<file path="src/rtl/swm_pkg.sv">
// ----------------------------------------------------------------------------
// swm_pkg
// shared constants and types for the sliding window maximum block
// ----------------------------------------------------------------------------
package swm_pkg;

    // defaults for the top level parameters
    localparam int MAX_WINDOW_DEF   = 64;
    localparam int SAMPLE_WIDTH_DEF = 16;

    // width of the window register and of the sample counter
    localparam int WIN_W     = 7;
    localparam int WIN_LIMIT = 1 << WIN_W;

    // sample counter saturates here
    localparam logic [WIN_W-1:0] SEEN_MAX = {WIN_W{1'b1}};

    // control broadcast to every cell of the chain; the head cell gets clear tied low
    typedef struct packed {
        logic             shift;   // a word is taken this cycle
        logic             clear;   // sequence restart, drop the candidate
        logic [WIN_W-1:0] win;     // effective window length, 1..max
    } cell_ctrl_t;

endpackage

</file>
<file path="src/rtl/sliding_window_maximum.sv">
// ----------------------------------------------------------------------------
// sliding_window_maximum
// running maximum over the last window_size signed samples of a stream
// ----------------------------------------------------------------------------
// usage
//   input channel in_valid/in_ready carries one word: sample plus first flag;
//   first restarts the sequence, dropping all candidates and the sample count
//   output channel out_valid/out_ready carries window_max, one word per input
//   word once window_size samples of the sequence have been seen, none before
//   cfg_wr_en/cfg_wr_data write window_size (0 acts as 1, above the chain
//   length acts as the chain length); write it only while the block is idle
// throughput and latency
//   one word per cycle; out_valid rises at the clock edge after the one that
//   takes the input word (the word lands in the cell chain at the accepting
//   edge, the front select feeds the output register at the next edge)
// reset
//   all candidates dropped, sample count zero, window_size back to 1
// stall
//   a stalled output holds its word; one more result may wait in the pending
//   stage, after which in_ready drops until the receiver takes the output
// ----------------------------------------------------------------------------
module sliding_window_maximum #(
    parameter int MAX_WINDOW   = swm_pkg::MAX_WINDOW_DEF,
    parameter int SAMPLE_WIDTH = swm_pkg::SAMPLE_WIDTH_DEF
) (
    input  logic                           clk,
    input  logic                           rst_n,
    // configuration
    input  logic                           cfg_wr_en,
    input  logic [swm_pkg::WIN_W-1:0]      cfg_wr_data,
    // input words
    input  logic                           in_valid,
    output logic                           in_ready,
    input  logic signed [SAMPLE_WIDTH-1:0] sample,
    input  logic                           first,
    // result words
    output logic                           out_valid,
    input  logic                           out_ready,
    output logic signed [SAMPLE_WIDTH-1:0] window_max
);

    // window register and its clamped form
    logic [swm_pkg::WIN_W-1:0] window_size_reg;
    logic [swm_pkg::WIN_W-1:0] win_eff;

    // sample count of the current sequence
    logic [swm_pkg::WIN_W-1:0] seen_reg;
    logic [swm_pkg::WIN_W-1:0] seen_next;
    logic [swm_pkg::WIN_W-1:0] seen_base;

    // handshake and output staging
    logic                           accept;
    logic                           out_free;
    logic                           has_result;
    logic                           pend_reg;
    logic                           pend_next;
    logic                           out_valid_reg;
    logic                           out_valid_next;
    logic signed [SAMPLE_WIDTH-1:0] window_max_reg;

    // cell chain, cell i holds the sample of age i
    swm_pkg::cell_ctrl_t            ctrl;
    logic                           cell_keep  [MAX_WINDOW];
    logic signed [SAMPLE_WIDTH-1:0] cell_value [MAX_WINDOW];
    logic signed [SAMPLE_WIDTH-1:0] front;

    // zero acts as one, too large acts as the chain length
    always_comb
    begin
        win_eff = window_size_reg;
        if (window_size_reg == '0)
        begin
            win_eff = swm_pkg::WIN_W'(1);
        end
        else if ((MAX_WINDOW < swm_pkg::WIN_LIMIT) &&
                 (window_size_reg > swm_pkg::WIN_W'(MAX_WINDOW)))
        begin
            win_eff = swm_pkg::WIN_W'(MAX_WINDOW);
        end
    end

    always_ff @(posedge clk or negedge rst_n)
    begin
        if (!rst_n)
        begin
            window_size_reg <= swm_pkg::WIN_W'(1);
        end
        else if (cfg_wr_en)
        begin
            window_size_reg <= cfg_wr_data;
        end
    end

    // the output register is free when empty or being drained this cycle;
    // the pending stage may then move, so a new word can come in
    assign out_free = !out_valid_reg || out_ready;
    assign in_ready = !pend_reg || out_free;
    assign accept   = in_valid && in_ready;

    // saturating count, restarted by first
    assign seen_base  = first ? '0 : seen_reg;
    assign seen_next  = (seen_base == swm_pkg::SEEN_MAX) ? seen_base
                                                         : seen_base + swm_pkg::WIN_W'(1);
    assign has_result = (seen_next >= win_eff);

    always_ff @(posedge clk or negedge rst_n)
    begin
        if (!rst_n)
        begin
            seen_reg <= '0;
        end
        else if (accept)
        begin
            seen_reg <= seen_next;
        end
    end

    // broadcast to the cells
    assign ctrl.shift = accept;
    assign ctrl.clear = first;
    assign ctrl.win   = win_eff;

    genvar i;
    generate
        for (i = 0; i < MAX_WINDOW; i++)
        begin : g_cell
            swm_pkg::cell_ctrl_t            cell_ctrl;
            logic signed [SAMPLE_WIDTH-1:0] prev_value;
            logic                           prev_keep;

            if (i == 0)
            begin : g_head
                // the new sample always joins as the youngest candidate
                assign cell_ctrl  = '{shift: ctrl.shift, clear: 1'b0, win: ctrl.win};
                assign prev_value = sample;
                assign prev_keep  = 1'b1;
            end
            else
            begin : g_body
                assign cell_ctrl  = ctrl;
                assign prev_value = cell_value[i-1];
                assign prev_keep  = cell_keep[i-1];
            end

            swm_cell #(
                .SAMPLE_WIDTH (SAMPLE_WIDTH),
                .INDEX        (i)
            ) u_cell (
                .clk        (clk),
                .rst_n      (rst_n),
                .ctrl       (cell_ctrl),
                .sample     (sample),
                .prev_value (prev_value),
                .prev_keep  (prev_keep),
                .value      (cell_value[i]),
                .keep       (cell_keep[i])
            );
        end
    endgenerate

    // oldest live candidate is the largest in the window
    swm_front_sel #(
        .SAMPLE_WIDTH (SAMPLE_WIDTH),
        .N            (MAX_WINDOW)
    ) u_front_sel (
        .keep  (cell_keep),
        .value (cell_value),
        .front (front)
    );

    // pending stage: the chain already holds the state of the pending word
    always_comb
    begin
        pend_next = pend_reg;
        if (accept)
        begin
            pend_next = has_result;
        end
        else if (out_free)
        begin
            pend_next = 1'b0;
        end
    end

    always_comb
    begin
        out_valid_next = out_valid_reg;
        if (out_free)
        begin
            out_valid_next = pend_reg;
        end
    end

    always_ff @(posedge clk or negedge rst_n)
    begin
        if (!rst_n)
        begin
            pend_reg      <= 1'b0;
            out_valid_reg <= 1'b0;
        end
        else
        begin
            pend_reg      <= pend_next;
            out_valid_reg <= out_valid_next;
        end
    end

    // front is read before a word taken in the same cycle lands in the chain
    always_ff @(posedge clk)
    begin
        if (out_free && pend_reg)
        begin
            window_max_reg <= front;
        end
    end

    assign out_valid  = out_valid_reg;
    assign window_max = window_max_reg;

endmodule

</file>
<file path="src/rtl/swm_cell.sv">
// ----------------------------------------------------------------------------
// swm_cell
// one position of the sample shift chain with its candidate flag
// ----------------------------------------------------------------------------
module swm_cell #(
    parameter int SAMPLE_WIDTH = swm_pkg::SAMPLE_WIDTH_DEF,
    parameter int INDEX        = 0
) (
    input  logic                           clk,
    input  logic                           rst_n,
    input  swm_pkg::cell_ctrl_t            ctrl,
    input  logic signed [SAMPLE_WIDTH-1:0] sample,
    input  logic signed [SAMPLE_WIDTH-1:0] prev_value,
    input  logic                           prev_keep,
    output logic signed [SAMPLE_WIDTH-1:0] value,
    output logic                           keep
);

    logic signed [SAMPLE_WIDTH-1:0] value_reg;
    logic                           keep_reg;
    logic                           keep_next;
    logic                           in_win;

    // position equals age after the shift; at or past the window it expires
    assign in_win = (INDEX < swm_pkg::WIN_LIMIT) ?
                    (swm_pkg::WIN_W'(INDEX) < ctrl.win) : 1'b0;

    // a newer strictly larger sample knocks the candidate out
    assign keep_next = prev_keep && (prev_value >= sample) && in_win && !ctrl.clear;

    always_ff @(posedge clk or negedge rst_n)
    begin
        if (!rst_n)
        begin
            keep_reg <= 1'b0;
        end
        else if (ctrl.shift)
        begin
            keep_reg <= keep_next;
        end
    end

    always_ff @(posedge clk)
    begin
        if (ctrl.shift)
        begin
            value_reg <= prev_value;
        end
    end

    assign value = value_reg;
    assign keep  = keep_reg;

endmodule

</file>
<file path="src/rtl/swm_front_sel.sv">
// ----------------------------------------------------------------------------
// swm_front_sel
// picks the value of the oldest live cell through a binary select tree
// ----------------------------------------------------------------------------
module swm_front_sel #(
    parameter int SAMPLE_WIDTH = swm_pkg::SAMPLE_WIDTH_DEF,
    parameter int N            = swm_pkg::MAX_WINDOW_DEF
) (
    input  logic                           keep  [N],
    input  logic signed [SAMPLE_WIDTH-1:0] value [N],
    output logic signed [SAMPLE_WIDTH-1:0] front
);

    localparam int LEVELS = $clog2(N);
    localparam int P      = 1 << LEVELS;

    // heap layout: node k has children 2k+1 (younger) and 2k+2 (older)
    logic                           node_any [2*P-1];
    logic signed [SAMPLE_WIDTH-1:0] node_val [2*P-1];

    genvar j, k;
    generate
        for (j = 0; j < P; j++)
        begin : g_leaf
            if (j < N)
            begin : g_used
                assign node_any[P-1+j] = keep[j];
                assign node_val[P-1+j] = value[j];
            end
            else
            begin : g_pad
                assign node_any[P-1+j] = 1'b0;
                assign node_val[P-1+j] = '0;
            end
        end
        for (k = 0; k < P-1; k++)
        begin : g_node
            assign node_any[k] = node_any[2*k+1] | node_any[2*k+2];
            assign node_val[k] = node_any[2*k+2] ? node_val[2*k+2] : node_val[2*k+1];
        end
    endgenerate

    assign front = node_val[0];

endmodule

</file>
<file path="config.mk">
export PLATFORM = sky130hd
export DESIGN_NAME = sliding_window_maximum
export DESIGN_NICKNAME = d
export VERILOG_FILES = /design/src/rtl/swm_pkg.sv /design/src/rtl/sliding_window_maximum.sv /design/src/rtl/swm_cell.sv /design/src/rtl/swm_front_sel.sv
export SDC_FILE = /design/constraint.sdc
export NUM_CORES = 2
export LEC_CHECK = 0
export BUFFER_PORTS_ARGS = -buffer_cell sky130_fd_sc_hd__buf_2
export CAP_MARGIN = 10
export CORE_MARGIN = 2
export CORE_UTILIZATION = 46
export CTS_BUF_LIST = sky130_fd_sc_hd__clkbuf_8
export CTS_CLUSTER_SIZE = 12
export DETAILED_ROUTE_END_ITERATION = 8
export GPL_TIMING_DRIVEN = 0
export PLACE_DENSITY = 0.71
export SYNTH_ARGS = -nofsm -noshare
export SYNTH_HDL_FRONTEND = slang
export SYNTH_HIERARCHICAL = 1
export SYNTH_SLANG_ARGS = --single-unit
</file>
<file path="constraint.sdc">
create_clock -name clk -period 60.7 [get_ports clk]
set_input_delay 12.14 -clock clk [delete_from_list [all_inputs] [get_ports clk]]
set_output_delay 12.14 -clock clk [all_outputs]
set_load 0.005 [all_outputs]
</file>
==> insert_results.sql <==
INSERT INTO impl_metrics (metric_group, metric, value, unit) VALUES
('cells_and_area', 'filler_cell_count', '13780', ''),
('synth', 'synthDominantCellAreaShare', '0.4267', ''),
('power_and_ir_drop', 'p_switching', '0.6217', 'mW'),
('floorplanning', 'row_count', '146', ''),
('synth', 'number_of_flops_mapped_to_enable_cells_by_yosys', '1040', ''),
('place', 'placed_cells', '8926', ''),
('timing', 'timing.max_slew.rel_slack', '0.1068', ''),
('cells_and_area', 'multi_input_area', '35250', 'sq um'),
('floorplanning', 'floorplan.core_area', '158200', 'sq um'),
('drt', 'initial_detailed_routing_violation_count', '7019', ''),
('power_and_ir_drop', 'switching_share', '0.3156', ''),
('timing', 'worst-slew-pin-transition', '1340', 'ps'),
('synth', 'synthesis.instances', '6768', ''),
('cells_and_area', 'final_layout_size_suffix_gt1_frac', '0.08499', ''),
('synth', 'synth_seq_area_share', '0.4540', ''),
('synth', 'netlist-cell-type-count', '115', ''),
('place', 'hpwl', '167100', 'um'),
('drt', 'drt_pass1_iterations', '6', ''),
('critical_path', 'end_kind', 'output port', ''),
('floorplanning', 'fp.dieW', '402.9', 'um'),
('drt', 'antenna_left', '0', ''),
('critical_path', 'cp.arrival', '12540', 'ps'),
('synth', 'synth_async_sr_flop_share', '0.07143', ''),
('timing', 'finalCritPeriodShare', '0.4065', ''),
('timing', 'drv_slew', '0', ''),
('critical_path', 'critical_path.max_fanout', '3', ''),
('power_and_ir_drop', 'power.density', '24.41', 'nW/um^2'),
('synth', 'post_synth_instance_area', '73200', 'sq um'),
('clocking', 'post-cts-setup-buffer-count', '0', ''),
('synth', 'most_area_hungry_cell_type_in_the_yosys_netlist', 'edfxtp_1', ''),
('global_routing', 'via_count_of_the_first_global_routing_pass', '56800', ''),
('clocking', 'cts_max_path_buffers', '3', ''),
('floorplanning', 'die_y', '402.9', 'um'),
('drt', 'ratio_of_routed_vias_to_standard_cells', '6.250', ''),
('synth', 'yosysMostFrequentCell', 'inv_1', ''),
('drt', 'route.vias.total', '58140', ''),
('global_routing', 'grt_remaining_overflow', '0', ''),
('global_routing', 'grt_first_pass_wirelength', '348600', 'um'),
('clocking', 'cts.repair.resized', '0', ''),
('power_and_ir_drop', 'leakagePower', '35.19', 'nW'),
('critical_path', 'worst-endpoint-required', '48560', 'ps'),
('global_routing', 'grt_max_degree', '141', ''),
('cells_and_area', 'ff_latch_area', '33230', 'sq um'),
('status', 'outcome', 'complete, no violations', ''),
('timing', 'unrepaired_setup_endpoints_after_global_routing', 'false', ''),
('clocking', 'cts_buffers', '199', ''),
('timing', 'final-setup-viol-count', '0', ''),
('cells_and_area', 'post_layout_nonfiller_instances', '9302', ''),
('synth', 'synth-seq-cells', '1120', ''),
('power_and_ir_drop', 'p_clk_frac', '0.337', ''),
('flow_run', 'maxCapViolCount', '0', ''),
('global_routing', 'global_route.usage.total', '0.2812', ''),
('timing', 'fin_skew', '60.17', 'ps'),
('clocking', 'cts_hold_repair.buffers', '0', ''),
('synth', 'yosys-top-cells-area', 'edfxtp_1, ha_1, inv_1', ''),
('critical_path', 'crit_path_start_kind', 'primary input', ''),
('clocking', 'htree_levels', '4', ''),
('clocking', 'tritoncts', 'yes', ''),
('clocking', 'ctsRootBufferMaster', 'clkbuf_8', ''),
('clocking', 'clock_insertion_delay_worst_skew', '970', 'ps'),
('synth', 'synth_top_flop_cell', 'edfxtp_1', ''),
('cells_and_area', 'layout-area-overhead-vs-synth', '10.27', '%'),
('timing', 'finalHoldViolations', '0', ''),
('floorplanning', 'die_area', '162300', 'sq um'),
('cells_and_area', 'largest_register_ff_count', '1024', ''),
('drt', 'routed_wl', '233400', 'um'),
('power_and_ir_drop', 'p_int', '1.348', 'mW'),
('drt', 'detail_route.wl_per_cell', '25.09', 'um'),
('place', 'port_buffers', '45', ''),
('critical_path', 'path_class', 'in2out', ''),
('clocking', 'clock-sinks', '1120', '');
-- area by class of cell --
class                      instances  area share
antenna                            6   0.0001860
buffer                           139    0.007038
clock buffer                     202     0.03445
clock inverter                   167     0.01005
inverter                        1114     0.05206
multi-input combinational       4395      0.4368
sequential                      1120      0.4117
tap                             2072     0.03212
timing repair buffer              87     0.01561
-- power groups by stage --
| stage | logic [mW] | registers (mW) | clock network (mW) |
|---|---|---|---|
| 2_1_floorplan | 0.219 | 0.977 | 0 |
| 3_3_place_gp | 0.330 | 1.02 | 0 |
| 3_5_place_dp | 0.344 | 0.964 | 0 |
| 4_1_cts | 0.346 | 0.949 | 0.671 |
| 5_1_grt | 0.384 | 0.955 | 0.702 |
| 6_report | 0.356 | 0.950 | 0.664 |
-- per-layer routing --
layer,share of wire,global-route usage,up-vias
met1,0.40,0.3711,28490
met4,0.057,0.1505,6
met2,0.44,0.4355,2991
met3,0.096,0.05674,701
li1,-,-,25950
met5,0.00017,0,-
-- through the flow --
stage / hold slack, ps / power [mW] / worst slack [ps] / utilization / cell area (sq um)
after floorplan: 440.6 / 1.196 / 22930 / - / 73200
after global placement: 457.5 / 1.346 / 11380 / 0.4805 / 76010
after detailed placement: 464.3 / 1.308 / 36020 / 0.4874 / 77100
after CTS: 455.3 / 1.966 / 36020 / 0.5101 / 80690
after global routing: 458.7 / 2.041 / 36010 / 0.5102 / 80710
final: 463.5 / 1.970 / 36020 / 0.5102 / 80710
-- cells in the final DEF (no fill, tap or decap), drive strengths merged, types with 94 or more instances in the layout --
cell | Yosys | routed
inv | 1107 | 1215
edfxtp | 1040 | 1040
a21oi | 523 | 523
o21ai | 281 | 281
a21o | 94 | 94
clkbuf | 109 | 312
mux2i | 260 | 260
nor2b | 124 | 124
ha | 1032 | 1032
nor2 | 189 | 189
nand4 | 229 | 229
buf | 30 | 116
nand3 | 109 | 109
nand2 | 423 | 423
-- path summary, 6_finish.rpt --
| path | startpoint | to | slack, ps | cells after the start |
|---|---|---|---|---|
| max in group asynchronous | rst_n | g_cell[17].u_cell/keep | 48730 | 2 |
| worst max register to register | g_cell[55].u_cell/keep | window_max[11] | 55590 | 8 |
| worst min-delay path | g_cell[45].u_cell/value[5] | g_cell[46].u_cell/value[5] | 460 | 0 |
| worst max-delay path | out_ready | in_ready | 36020 | 3 |
| min in group asynchronous | rst_n | g_cell[39].u_cell/keep | 11140 | 1 |
| worst min register to register | g_cell[45].u_cell/value[5] | g_cell[46].u_cell/value[5] | 460 | 0 |
-- logic make-up after synthesis --
logic type / after synthesis / synth area share
AO/OA/AOI/OAI: 1555 / 0.1434
XOR/XNOR: 3 / 0.0003590
adder cells (fa/ha/maj): 1032 / 0.1764
buffers and inverters: 1253 / 0.06484
flip-flops: 1120 / 0.4540
multiplexers: 323 / 0.04525
other: 2 / 0.0001026
AND/OR/NAND/NOR: 1480 / 0.1156
-- critical path, stage by stage --
cell and delay (ps):
buf_2 100, nand3b_4 160, buf_2 140
Note: power is estimated with default switching activity, not from simulation.
